--- src/hdl/swk_pkg.sv ---
package swk_pkg;

  localparam int unsigned CfgCount = 6;
  localparam int unsigned NumWheels = 4;
  localparam int unsigned SqrtSteps = 18;
  localparam int unsigned CordicSteps = 16;

  localparam logic signed [27:0] TURN_Q8 = 28'sd27999729;
  localparam logic signed [27:0] HALF_Q8 = 28'sd13999864;
  localparam logic signed [27:0] QUARTER_Q8 = 28'sd6999808;

  localparam logic [16:0] RESET_OFFSET = 17'd0;
  localparam logic [15:0] RESET_LEVER = 16'd23170;
  localparam logic [15:0] RESET_GAIN = 16'd16141;

  typedef enum logic [2:0] {
    REG_OFFSET_FL = 3'd0,
    REG_OFFSET_FR = 3'd1,
    REG_OFFSET_BL = 3'd2,
    REG_OFFSET_BR = 3'd3,
    REG_LEVER     = 3'd4,
    REG_GAIN      = 3'd5
  } reg_index_t;

  typedef enum logic [3:0] {
    S_IDLE,
    S_LEVER,
    S_SQUARE,
    S_LOAD,
    S_ITER,
    S_GAIN,
    S_TARGET,
    S_FINAL,
    S_DONE
  } state_t;

  typedef struct packed {
    logic       capture;
    logic       lever;
    logic       square;
    logic       load;
    logic       iter;
    logic       gain;
    logic       target;
    logic       finish;
    logic       publish;
    logic [1:0] wheel;
    logic [4:0] step;
  } cmd_t;

  typedef struct packed {
    logic out_full;
  } status_t;

  function automatic logic signed [25:0] atan_entry(input logic [3:0] i);
    logic signed [25:0] v;
    case (i)
      4'd0: v = 26'sd3499966;
      4'd1: v = 26'sd2066151;
      4'd2: v = 26'sd1091697;
      4'd3: v = 26'sd554163;
      4'd4: v = 26'sd278157;
      4'd5: v = 26'sd139214;
      4'd6: v = 26'sd69624;
      4'd7: v = 26'sd34814;
      4'd8: v = 26'sd17407;
      4'd9: v = 26'sd8704;
      4'd10: v = 26'sd4352;
      4'd11: v = 26'sd2176;
      4'd12: v = 26'sd1088;
      4'd13: v = 26'sd544;
      4'd14: v = 26'sd272;
      4'd15: v = 26'sd136;
      default: v = 26'sd0;
    endcase
    return v;
  endfunction

endpackage

--- src/hdl/swk_ctrl.sv ---
module swk_ctrl (
  input  logic             clk,
  input  logic             rst,
  input  logic             in_valid,
  output logic             in_ready,
  input  swk_pkg::status_t status,
  output swk_pkg::cmd_t    cmd
);
  import swk_pkg::*;

  state_t     state, state_next;
  logic [1:0] wheel, wheel_next;
  logic [4:0] step, step_next;

  always_ff @(posedge clk) begin
    if (rst) begin
      state <= S_IDLE;
      wheel <= 2'd0;
      step  <= 5'd0;
    end else begin
      state <= state_next;
      wheel <= wheel_next;
      step  <= step_next;
    end
  end

  always_comb begin
    state_next = state;
    wheel_next = wheel;
    step_next  = step;
    cmd        = '0;
    cmd.wheel  = wheel;
    cmd.step   = step;
    in_ready   = 1'b0;
    case (state)
      S_IDLE: begin
        in_ready = 1'b1;
        if (in_valid) begin
          cmd.capture = 1'b1;
          state_next  = S_LEVER;
        end
      end
      S_LEVER: begin
        cmd.lever  = 1'b1;
        wheel_next = 2'd0;
        state_next = S_SQUARE;
      end
      S_SQUARE: begin
        cmd.square = 1'b1;
        state_next = S_LOAD;
      end
      S_LOAD: begin
        cmd.load   = 1'b1;
        step_next  = 5'd0;
        state_next = S_ITER;
      end
      S_ITER: begin
        cmd.iter = 1'b1;
        if (step == 5'(SqrtSteps - 1)) begin
          state_next = S_GAIN;
        end else begin
          step_next = step + 5'd1;
        end
      end
      S_GAIN: begin
        cmd.gain   = 1'b1;
        state_next = S_TARGET;
      end
      S_TARGET: begin
        cmd.target = 1'b1;
        state_next = S_FINAL;
      end
      S_FINAL: begin
        cmd.finish = 1'b1;
        if (wheel == 2'(NumWheels - 1)) begin
          state_next = S_DONE;
        end else begin
          wheel_next = wheel + 2'd1;
          state_next = S_SQUARE;
        end
      end
      S_DONE: begin
        if (!status.out_full) begin
          cmd.publish = 1'b1;
          state_next  = S_IDLE;
        end
      end
      default: state_next = S_IDLE;
    endcase
  end

endmodule

--- config.mk ---
export PLATFORM = sky130hd
export DESIGN_NAME = swk_ctrl
export DESIGN_NICKNAME = d
export VERILOG_FILES = /design/src/hdl/swk_pkg.sv /design/src/hdl/swk_ctrl.sv
export SDC_FILE = /design/constraint.sdc
export NUM_CORES = 1
export LEC_CHECK = 0
export BUFFER_PORTS_ARGS = -buffer_cell sky130_fd_sc_hd__buf_4
export CAP_MARGIN = 25
export CORE_UTILIZATION = 25
export DETAILED_ROUTE_END_ITERATION = 10
export RECOVER_POWER = 100
export SETUP_SLACK_MARGIN = 0.4
export SYNTH_ARGS = -nofsm -noshare
export SYNTH_HDL_FRONTEND = slang
export SYNTH_SLANG_ARGS = --single-unit
--- constraint.sdc ---
create_clock -name clk -period 1.9 [get_ports clk]
set_clock_uncertainty 0.15 [all_clocks]
set_input_delay 0.285 -clock clk [delete_from_list [all_inputs] [get_ports clk]]
set_output_delay 0.285 -clock clk [all_outputs]
set_load 0.05 [all_outputs]
==> flow_summary.json <==
{
  "die_x_um": 53.26,
  "grt_pass1_vias": 649,
  "core-area_um2": 2477,
  "synth_flop_cell": "dfxtp_1",
  "slew_violations": 0,
  "p_sw_uw": 214.1,
  "ys_seq_elements": 11,
  "required_ps": 1460,
  "clkLatencyLatePin_ps": 270,
  "cts_hold_buf": 0,
  "tightest_slew_ps": 596.8,
  "grt_remaining_overflow": 0,
  "synth_cells": 76,
  "synth_mux_area_share_pct": 0,
  "p_int_uw": 403.0,
  "cp.arrival_ps": 1320,
  "numCtsBuffers": 3,
  "timing.fmax_mhz": 570.6,
  "grt_first_pass_wirelength_mm": 2.829,
  "path_clk_slew_ps": 70,
  "post_synth_num_cell_types": 30,
  "worst_setup_path_start_kind": "register",
  "path_buf_inv": 1,
  "p_per_area_nw_per_um2": 590.6,
  "pwr-share-clk_pct": 26.4,
  "synth_warnings": 0,
  "syn_to_final_growth_pct": 59.05,
  "die_h_um": 53.26,
  "synth_fp_nets": 83,
  "synthXorXnorAreaFrac_pct": 4.000,
  "synth_edf_count": 0,
  "via_per_inst": 4.923,
  "seq_area_frac_synth_pct": 33.52,
  "layoutNonFillerInstCount": 142,
  "clock-sinks": 11,
  "finalHoldViolCount": 0,
  "syn_avg_cell_area_um2": 8.643,
  "wl_per_cell_um": 12.61,
  "gr-usage-met2_pct": 19.79,
  "drt_iter0_drc": 15,
  "num_rows": 18,
  "swShare_pct": 34.69,
  "finalWeightedCongestion": 0.7253,
  "critPathKind": "reg -> out",
  "p_leak_uw": 0.0004279,
  "grt_max_degree": 11,
  "die-area_um2": 2837,
  "rsz0062_at_grt": "true",
  "wl_mm": 1.790,
  "firstDrtPassIters": 5,
  "power_uw": 617.1,
  "grt_use_met1_pct": 18.66,
  "cp_slowest_stage_delay_ps": 380,
  "drive_gt1_share_pct": 49.11,
  "final_cell_area_um2": 1045,
  "num_vias": 699,
  "path_delay_family": "flip-flops",
  "comb_power_share_pct": 32.4,
  "post-route-period-util_pct": 92.25,
  "critical_path.cell_chain": "nand2b_4 > nor3b_4 > clkbuf_2",
  "cts_tree": "done",
  "outcome": "finished clean",
  "hold_class": "in -> reg",
  "synth_area_um2": 656.9,
  "final_common_cell": "buf_4",
  "synth_top_family_by_area": "simple AND/OR/NAND/NOR gates",
  "grt_antenna_before_repair": 0,
  "synthAdderAreaFrac_pct": 5.714,
  "ioPinCount": 21,
  "slowest_stage": "dfxtp_4",
  "end_kind": "output pin",
  "ctsRootBufferMaster": "clkbuf_4",
  "seqPwrFrac_pct": 41.3,
  "placed_cells": 123,
  "setup_violations": 0,
  "finalCriticalPeriod_ps": 1753,
  "yosys.area_share.simple_pct": 38.48,
  "layout_common_cells": "buf_4 (13), clkbuf_1 (10), nor2_1 (8)",
  "reg2reg_slack_ps": 300,
  "synth_compound_gate_area_share_pct": 11.62,
  "htreeDepth": 1,
  "drc": 0,
  "relSlewSlack_pct": 60.38,
  "busiest_layer": "met2",
  "clockBufferDepth": 2,
  "port_buffers": 20,
  "vdd_drop_max_mv": 0.4158,
  "ys_async_sr_fraction_pct": 0,
  "grt_use_met3_pct": 6.034,
  "dpl_cell_area_um2": 887.1,
  "postRouteAntennaNets": 0,
  "fin_nets": 120,
  "start_util_pct": 26.52,
  "dp_hpwl_mm": 1.129,
  "maxCapViolCount": 0,
  "crit_fanout": 6,
  "diodes": 0,
  "grt_usage_pct": 14.21
}
[registers in the layout, summed over array words and instances (netlist names)]
| signal | flops |
|---|---|
| step | 5 |
| state | 4 |
| wheel | 2 |
[layer usage]
layer	share of wire, %	vias to the layer above
met5	0	-
met4	0.67	0
met3	6.0	2
met2	47	23
met1	46	332
li1	-	342
[cell type report]
type                       instances  area, um2
clock buffer                       4      26.28
multi-input combinational         58      480.5
tap                               30      37.54
fill                             263       1433
inverter                           2      7.507
sequential                        11      239.0
timing repair buffer              37      254.0
[power by group through the flow]
stage                     clock, uW  combinational, uW  sequential (uW)
after floorplan                   0                131              254
after global placement            0                151              265
after detailed placement          0                153              266
after CTS                       170                198              252
after global routing            185                212              256
final                           163                200              255
[repair_timing]
item                                    in CTS  in global routing
gates resized for setup                     24                  8
setup buffers                               13                  2
pin swaps                                    5                  4
endpoints found under the setup margin      16                 15
[synth_stat cells, types with 2 or more instances]
cell      count  share of area [%]
a21oi_1       5                3.8
a31o_2        2                2.7
buf_2         2                1.5
buf_6         2                3.4
dfxtp_1      11                 34
ha_1          3                5.7
inv_1         2                1.1
nand2_1       5                2.9
nand4_1       2                1.9
nand4b_1      2                2.7
nor2_1       10                5.7
nor3_1        5                3.8
nor3b_1       2                2.3
nor4_1        3                2.9
nor4b_1       2                2.7
o21ai_0       2                1.5
xor2_1        3                4.0
[cells by family after synthesis]
| kind of cell | count (synthesis) |
|---|---|
| simple gates | 40 |
| xor+xnor | 3 |
| compound gates | 12 |
| flops | 11 |
| buf+inv | 7 |
| fa+ha+maj | 3 |
[worst register-to-register path: cells and delay by family, from the launching register on]
family / cells / cell delay, ps
and+or+nand+nor: 2 / 470
DFF: 1 / 390
AOI/OAI and AO/OA: 1 / 270
buffers and inverters: 1 / 230
[worst paths after layout]
path,cells after the start,startpoint,end
max reg2reg,4,state[1],step[1]
min,2,rst,state[3]
min reg2reg,2,wheel[1],wheel[1]
max,3,state[3],cmd[10]
[through the flow]
stage	setup WS (ps)	utilization, %	hold WS [ps]	TNS [ps]
3_5_place_dp	267.1	35.81	336.6	0
5_1_grt	85.59	42.17	96.97	0
3_3_place_gp	294.7	35.81	333.4	0
6_report	147.3	42.17	111.4	0
4_1_cts	195.0	43.33	95.98	0
2_1_floorplan	-65.62	-	303.5	-168.5
Note: power is estimated with default switching activity, not from simulation.
