<file path="src/hdl/swk_pkg.sv">
package swk_pkg;

  localparam int unsigned CfgCount = 6;
  localparam int unsigned NumWheels = 4;
  localparam int unsigned SqrtSteps = 18;
  localparam int unsigned CordicSteps = 16;

  localparam logic signed [27:0] TURN_Q8 = 28'sd27999729;
  localparam logic signed [27:0] HALF_Q8 = 28'sd13999864;
  localparam logic signed [27:0] QUARTER_Q8 = 28'sd6999808;

  localparam logic [16:0] RESET_OFFSET = 17'd0;
  localparam logic [15:0] RESET_LEVER = 16'd23170;
  localparam logic [15:0] RESET_GAIN = 16'd16141;

  typedef enum logic [2:0] {
    REG_OFFSET_FL = 3'd0,
    REG_OFFSET_FR = 3'd1,
    REG_OFFSET_BL = 3'd2,
    REG_OFFSET_BR = 3'd3,
    REG_LEVER     = 3'd4,
    REG_GAIN      = 3'd5
  } reg_index_t;

  typedef enum logic [3:0] {
    S_IDLE,
    S_LEVER,
    S_SQUARE,
    S_LOAD,
    S_ITER,
    S_GAIN,
    S_TARGET,
    S_FINAL,
    S_DONE
  } state_t;

  typedef struct packed {
    logic       capture;
    logic       lever;
    logic       square;
    logic       load;
    logic       iter;
    logic       gain;
    logic       target;
    logic       finish;
    logic       publish;
    logic [1:0] wheel;
    logic [4:0] step;
  } cmd_t;

  typedef struct packed {
    logic out_full;
  } status_t;

  function automatic logic signed [25:0] atan_entry(input logic [3:0] i);
    logic signed [25:0] v;
    case (i)
      4'd0: v = 26'sd3499966;
      4'd1: v = 26'sd2066151;
      4'd2: v = 26'sd1091697;
      4'd3: v = 26'sd554163;
      4'd4: v = 26'sd278157;
      4'd5: v = 26'sd139214;
      4'd6: v = 26'sd69624;
      4'd7: v = 26'sd34814;
      4'd8: v = 26'sd17407;
      4'd9: v = 26'sd8704;
      4'd10: v = 26'sd4352;
      4'd11: v = 26'sd2176;
      4'd12: v = 26'sd1088;
      4'd13: v = 26'sd544;
      4'd14: v = 26'sd272;
      4'd15: v = 26'sd136;
      default: v = 26'sd0;
    endcase
    return v;
  endfunction

endpackage

</file>
<file path="src/hdl/swk_dp.sv">
module swk_dp (
  input  logic                clk,
  input  logic                rst,
  input  swk_pkg::cmd_t       cmd,
  output swk_pkg::status_t    status,
  input  logic signed [15:0]  vel_x,
  input  logic signed [15:0]  vel_y,
  input  logic signed [15:0]  yaw_rate,
  input  logic [16:0]         pos_in [4],
  input  logic [16:0]         offset [4],
  input  logic [15:0]         lever,
  input  logic [15:0]         gain,
  input  logic                out_ready,
  output logic                out_valid,
  output logic signed [15:0]  wheel_speed [4],
  output logic [16:0]         wheel_angle [4]
);
  import swk_pkg::*;

  logic signed [15:0] vx, vy, wz;
  logic [16:0]        pos [4];
  logic               idle;
  logic signed [16:0] t;
  logic [34:0]        sqa, sqb;
  logic [35:0]        rem, root;
  logic signed [35:0] cx, cy;
  logic signed [25:0] cz;
  logic               zero_vec;
  logic [32:0]        prod;
  logic signed [27:0] tq;
  logic signed [16:0] held [4];
  logic signed [15:0] res_speed [4];
  logic [16:0]        res_angle [4];

  logic signed [17:0] vx_e, vy_e, t_e, a, b, ax, bx;
  logic signed [32:0] lever_prod;
  logic signed [35:0] a_sq, b_sq;
  logic [35:0]        bitv, trial;
  logic [5:0]         sh;
  logic [3:0]         ci;
  logic signed [35:0] dx, dy;
  logic signed [25:0] ang, zr;
  logic signed [16:0] h, hsel;
  logic signed [18:0] sum_c;
  logic signed [27:0] tq0, tq1;
  logic signed [27:0] diff, adiff, tq2, tq3, tq_r;
  logic               flip, neg;
  logic [20:0]        spd;
  logic signed [15:0] sv;

  assign vx_e = {{2{vx[15]}}, vx};
  assign vy_e = {{2{vy[15]}}, vy};
  assign t_e  = {t[16], t};
  assign a = cmd.wheel[1] ? vx_e - t_e : vx_e + t_e;
  assign b = (cmd.wheel == 2'd0 || cmd.wheel == 2'd3) ? vy_e - t_e : vy_e + t_e;
  assign ax = a[17] ? -a : a;
  assign bx = a[17] ? -b : b;
  assign lever_prod = wz * $signed({1'b0, lever});
  assign a_sq = a * a;
  assign b_sq = b * b;

  assign sh    = 6'd34 - {cmd.step, 1'b0};
  assign bitv  = 36'd1 << sh;
  assign trial = root + bitv;
  assign ci    = cmd.step[3:0];
  assign dx    = cy >>> ci;
  assign dy    = cx >>> ci;
  assign ang   = atan_entry(ci);

  assign zr   = (cz + 26'sd128) >>> 8;
  assign h    = zero_vec ? 17'sd0 : zr[16:0];
  assign hsel = idle ? held[cmd.wheel] : h;
  assign sum_c = $signed({2'b00, offset[cmd.wheel]}) + {{2{hsel[16]}}, hsel};
  assign tq0  = {{1{sum_c[18]}}, sum_c, 8'd0};
  assign tq1  = (tq0 >= TURN_Q8) ? tq0 - TURN_Q8 : tq0;
  assign tq_r = (tq1 < 0) ? tq1 + TURN_Q8 : tq1;

  assign diff  = $signed({3'b000, pos[cmd.wheel], 8'd0}) - tq;
  assign adiff = diff[27] ? -diff : diff;
  assign flip  = adiff > QUARTER_Q8;
  assign tq2   = tq - HALF_Q8;
  assign tq3   = flip ? ((tq2 < 0) ? tq2 + TURN_Q8 : tq2) : tq;
  assign spd   = prod[32:12];
  assign neg   = cmd.wheel[0] ^ flip;
  always_comb begin
    if (neg) begin
      sv = (spd >= 21'd32768) ? -16'sd32768 : 16'(-$signed({1'b0, spd}));
    end else begin
      sv = (spd > 21'd32767) ? 16'sd32767 : $signed(spd[15:0]);
    end
  end

  always_ff @(posedge clk) begin
    if (cmd.capture) begin
      vx   <= vel_x;
      vy   <= vel_y;
      wz   <= yaw_rate;
      pos  <= pos_in;
      idle <= (vel_x == 16'sd0) && (vel_y == 16'sd0) && (yaw_rate == 16'sd0);
    end
    if (cmd.lever) begin
      t <= lever_prod[32:16];
    end
    if (cmd.square) begin
      sqa      <= a_sq[34:0];
      sqb      <= b_sq[34:0];
      zero_vec <= (a == 18'sd0) && (b == 18'sd0);
      cx       <= {{4{ax[17]}}, ax, 14'd0};
      cy       <= {{4{bx[17]}}, bx, 14'd0};
      cz       <= a[17] ? (b[17] ? -26'(HALF_Q8) : 26'(HALF_Q8)) : 26'sd0;
    end
    if (cmd.load) begin
      rem  <= {1'b0, sqa} + {1'b0, sqb};
      root <= 36'd0;
    end
    if (cmd.iter) begin
      if (rem >= trial) begin
        rem  <= rem - trial;
        root <= (root >> 1) + bitv;
      end else begin
        root <= root >> 1;
      end
      if (cmd.step < 5'(CordicSteps)) begin
        if (!cy[35]) begin
          cx <= cx + dx;
          cy <= cy - dy;
          cz <= cz + ang;
        end else begin
          cx <= cx - dx;
          cy <= cy + dy;
          cz <= cz - ang;
        end
      end
    end
    if (cmd.gain) begin
      prod <= root[16:0] * gain;
    end
    if (cmd.target) begin
      tq <= tq_r;
    end
    if (cmd.finish) begin
      res_speed[cmd.wheel] <= sv;
      res_angle[cmd.wheel] <= 17'((tq3 + 28'sd128) >>> 8);
    end
    if (cmd.publish) begin
      wheel_speed <= res_speed;
      wheel_angle <= res_angle;
    end
  end

  always_ff @(posedge clk) begin
    if (rst) begin
      held      <= '{default: 17'sd0};
      out_valid <= 1'b0;
    end else begin
      if (cmd.target && !idle) begin
        held[cmd.wheel] <= h;
      end
      if (cmd.publish) begin
        out_valid <= 1'b1;
      end else if (out_ready) begin
        out_valid <= 1'b0;
      end
    end
  end

  assign status.out_full = out_valid && !out_ready;

endmodule

</file>
<file path="config.mk">
export PLATFORM = sky130hd
export DESIGN_NAME = swk_dp
export DESIGN_NICKNAME = d
export VERILOG_FILES = /design/src/hdl/swk_pkg.sv /design/src/hdl/swk_dp.sv
export SDC_FILE = /design/constraint.sdc
export NUM_CORES = 2
export LEC_CHECK = 0
export BUFFER_PORTS_ARGS = -buffer_cell sky130_fd_sc_hd__buf_2
export CAP_MARGIN = 20
export CORE_MARGIN = 1
export CORE_UTILIZATION = 50
export CTS_CLUSTER_SIZE = 14
export DETAILED_ROUTE_END_ITERATION = 8
export GPL_ROUTABILITY_DRIVEN = 1
export PLACE_DENSITY = 0.77
export SLEW_MARGIN = 20
export SYNTH_ARGS = -nofsm -noshare
export SYNTH_HDL_FRONTEND = slang
export SYNTH_SLANG_ARGS = --single-unit
</file>
<file path="constraint.sdc">
create_clock -name clk -period 15.7 [get_ports clk]
set_input_delay 0 -clock clk [delete_from_list [all_inputs] [get_ports clk]]
set_output_delay 0 -clock clk [all_outputs]
set_load 0.005 [all_outputs]
</file>
==> reports/qor.tcl <==
set qor(run_status) {finished clean}
set qor(grt_usage) 0.266
set qor(synthesis_to_finish_area_growth_pct) 10.8
set qor(tritoncts) {built}
set qor(worstSetupEndpointType) {flop}
set qor(slew_viol_final) 0
set qor(skew_ns) 0.0514
set qor(finalWeightedCongestion) 0.945
set qor(cts_made_buffers) 85
set qor(worstHoldEndpoint) {vy[8]}
set qor(chipWidth_um) 420
set qor(crit-reg2reg-launch) {t[0]}
set qor(synth-compound-area-share) 0.109
set qor(layout_commonest_cell) {sky130_fd_sc_hd__inv_1}
set qor(finalSetupViolations) 0
set qor(total_number_of_vias) 69800
set qor(synth.avg_cell_area_sq_um) 9.38
set qor(die_height_um) 420
set qor(cell_count_of_the_worst_hold_path) 2
set qor(finalWirelength_mm) 235
set qor(detail_route.drc_violations) 0
set qor(synthesis.yosys.warnings) 0
set qor(die_area_sq_mm) 0.176
set qor(cap_viol_max_count) 0
set qor(core_area_sq_mm) 0.172
set qor(simple_gate_fraction_of_synth_area) 0.150
set qor(mostFrequentLayoutCells) {1,378 x sky130_fd_sc_hd__inv_1, 1,085 x sky130_fd_sc_hd__nand2_1, 991 x sky130_fd_sc_hd__fa_1}
set qor(initial_utilization) 0.506
set qor(clock_insertion_delay_worst_skew_ns) 0.76
set qor(netlist-cell-type-count) 103
set qor(dominantRegCellSynth) {sky130_fd_sc_hd__edfxtp_1}
set qor(fin_nets) 11700
set qor(floorplan.io_pins) 369
set qor(cts_max_path_buffers) 3
set qor(drtIter0Drc) 5479
set qor(synthesis.instances) 9309
set qor(post_synth_fa_ha_maj_area_fraction) 0.331
set qor(grt_overflow_total) 0
set qor(timing_hold_violations_final) 0
set qor(share_of_synthesized_registers_carrying_an_async_set_or_reset) 0
set qor(synthMuxAreaShare) 0.0423
set qor(via_count_of_the_first_global_routing_pass) 71700
set qor(routedWlPerCell_um) 19.4
set qor(ys_seq_area_frac) 0.235
set qor(fmaxAchievable_mhz) 84.1
set qor(grt_antenna_before_repair) 11
set qor(worst_slew_margin_rel) 0.236
set qor(critical_path_required_ns) 16.14
set qor(cts_setup_buffers) 0
set qor(viasPerCell) 5.76
set qor(worstPathArrival_ns) 12.34
set qor(largest_family_of_logic_cells_by_synthesized_area) {adder cells}
set qor(register_bit_count_reported_by_yosys) 749
set qor(grt_max_degree) 108
set qor(worst_reg_to_reg_setup_slack_ns) 3.81
set qor(worstHoldPathType) {primary input to flop}
set qor(worst_pin_slew_ns) 1.12
set qor(finalSetupTns_ns) 0
set qor(rsz0062_at_grt) {no}
set qor(place.port_buffers) 368
set qor(synth.net_count) 11300
set qor(antenna_left) 0
set qor(post-dp-hpwl_mm) 179
set qor(post_route_cells_drive_above_1_share) 0.0833
set qor(worst_r2r_endpoint) {sqa[34]}
set qor(sinks_on_clock_net) 749
set qor(global_route_wire_length_before_repair_mm) 373
set qor(crit_start) {t[0]}
set qor(worst_setup_path_start_kind) {flop}
set qor(critical_path.max_stage_delay_ns) 0.65
set qor(mappedNetlistArea_sq_mm) 0.0873
set qor(crit_path_max_fanout) 16
set qor(layout_min_cycle_time_ns) 11.89
set qor(synth_edf_count) 547
set qor(buffer_cell_driving_the_clock_tree_root) {sky130_fd_sc_hd__clkbuf_16}
set qor(crit_path_top_delay_cell) {sky130_fd_sc_hd__a21boi_0}
set qor(detail_route.first_pass.iterations) 8
set qor(category_of_the_critical_setup_timing_path) {flop to flop}
set qor(row_count) 152
set qor(synth_xor_xnor_area_share) 0.0580
set qor(clk_pin_slew_worst_paths_ns) 0.06
set qor(min-delay-start) {vel_y[8]}
set qor(final.period_utilization) 0.758
set qor(worst_r2r_path_depth) 39
set qor(htree_levels) 3
-- registers in the layout, indices dropped and copies added (netlist names), 25 cells and up --
signal       count
cx              36
cy              36
cz              25
held            68
pos             68
rem             36
res_angle       68
res_speed       64
root            36
sqa             34
sqb             34
wheel_angle     68
wheel_speed     64
-- Yosys cell counts (17+ instances only) --
cell                       count  area share
sky130_fd_sc_hd__inv_1      1380       0.059
sky130_fd_sc_hd__nand2_1    1087       0.047
sky130_fd_sc_hd__fa_1        991        0.23
sky130_fd_sc_hd__ha_1        720        0.10
sky130_fd_sc_hd__nor2_1      637       0.027
sky130_fd_sc_hd__edfxtp_1    547        0.19
sky130_fd_sc_hd__a21oi_1     451       0.026
sky130_fd_sc_hd__xnor2_1     359       0.036
sky130_fd_sc_hd__o21ai_0     353       0.020
sky130_fd_sc_hd__clkbuf_1    282       0.012
sky130_fd_sc_hd__and2_1      265       0.019
sky130_fd_sc_hd__xor2_1      219       0.022
sky130_fd_sc_hd__dfxtp_1     202       0.046
sky130_fd_sc_hd__nor3_1      149      0.0085
sky130_fd_sc_hd__nand3_1     127      0.0073
sky130_fd_sc_hd__mux4_2      117       0.030
sky130_fd_sc_hd__a21o_1      107      0.0092
sky130_fd_sc_hd__a31oi_1      97      0.0070
sky130_fd_sc_hd__nand2b_1     88      0.0063
sky130_fd_sc_hd__mux2i_1      82      0.0094
sky130_fd_sc_hd__or3_1        78      0.0056
sky130_fd_sc_hd__and3_1       75      0.0054
sky130_fd_sc_hd__nor2b_1      66      0.0047
sky130_fd_sc_hd__o211ai_1     59      0.0051
sky130_fd_sc_hd__a211oi_1     57      0.0049
sky130_fd_sc_hd__buf_1        47      0.0020
sky130_fd_sc_hd__nand4_1      46      0.0033
sky130_fd_sc_hd__nand3b_1     45      0.0039
sky130_fd_sc_hd__o21a_1       45      0.0039
sky130_fd_sc_hd__o31ai_1      45      0.0039
sky130_fd_sc_hd__nor4_1       34      0.0024
sky130_fd_sc_hd__o21bai_1     33      0.0028
sky130_fd_sc_hd__a31o_2       32      0.0032
sky130_fd_sc_hd__a211o_1      25      0.0025
sky130_fd_sc_hd__a21boi_0     25      0.0022
sky130_fd_sc_hd__buf_2        24      0.0014
sky130_fd_sc_hd__or2_2        23      0.0016
sky130_fd_sc_hd__mux2_2       19      0.0025
sky130_fd_sc_hd__a41oi_1      17      0.0017
-- area by class of cell --
cell class	instances	area (sq um)
clock buffer	112	2360
tap	2310	2890
inverter	1397	5240
timing repair buffer	689	4870
clock inverter	43	583
sequential	749	20500
fill	14700	75800
antenna	7	17.5
multi-input combinational	6806	60200
-- stage by stage --
| step | instances | util | area (sq um) | hold slack (ns) | setup WS [ns] |
|---|---|---|---|---|---|
| 2_1_floorplan | 9309 | - | 87300 | 0.0375 | 5.03 |
| 3_3_place_gp | 11700 | 0.529 | 91300 | 0.177 | 3.86 |
| 3_5_place_dp | 11700 | 0.529 | 91300 | 0.178 | 3.61 |
| 4_1_cts | 12100 | 0.560 | 96700 | 0.00242 | 3.89 |
| 5_1_grt | 12100 | 0.560 | 96700 | 0.0306 | 3.08 |
| 6_report | 12100 | 0.560 | 96700 | 0.0472 | 3.81 |
-- repair_timing --
item / 4_1_cts / 5_1_grt
endpoints found under the hold margin: 433 / 0
resized for setup: 0 / 0
hold buffers: 240 / 0
-- worst max-delay path by stage --
stage          depth (start not counted)       to
2_1_floorplan                         40  sqa[34]
3_3_place_gp                          40  sqb[34]
3_5_place_dp                          40  sqb[34]
4_1_cts                               39  sqa[34]
5_1_grt                               39  sqa[34]
6_report                              39  sqa[34]
-- worst max-delay path, delay by kind of cell, from the launching register on --
kind	cells	cell delay (ns)
compound gates	15	4.36
xor+xnor	2	0.19
fa+ha+maj	9	4.18
buf+inv	8	1.12
flops	1	0.43
mux	1	0.30
simple gates	4	0.98
-- kinds of logic (layout without fill, tap and decap cells) --
kind of cell / count (synthesis) / in the layout
AND/OR/NAND/NOR: 2793 / 2793
buffers and inverters: 1754 / 2241
adder cells (fa/ha/maj): 1713 / 1713
AO/OA/AOI/OAI: 1503 / 1503
flip-flops: 749 / 749
XOR/XNOR: 578 / 578
multiplexers: 219 / 219
other: 0 / 7
-- per-layer routing --
metal / vias to the layer above / track usage / wire, um
met2: 2841 / 0.449 / 113000
met3: 751 / 0.0413 / 16000
met5: - / 0 / 13
met4: 2 / 0.139 / 13100
li1: 31900 / - / -
met1: 34300 / 0.328 / 92500
Power is left out: the tool's default activity adds up to more than one toggle a clock period on the data nets, which glitch-free logic cannot reach.
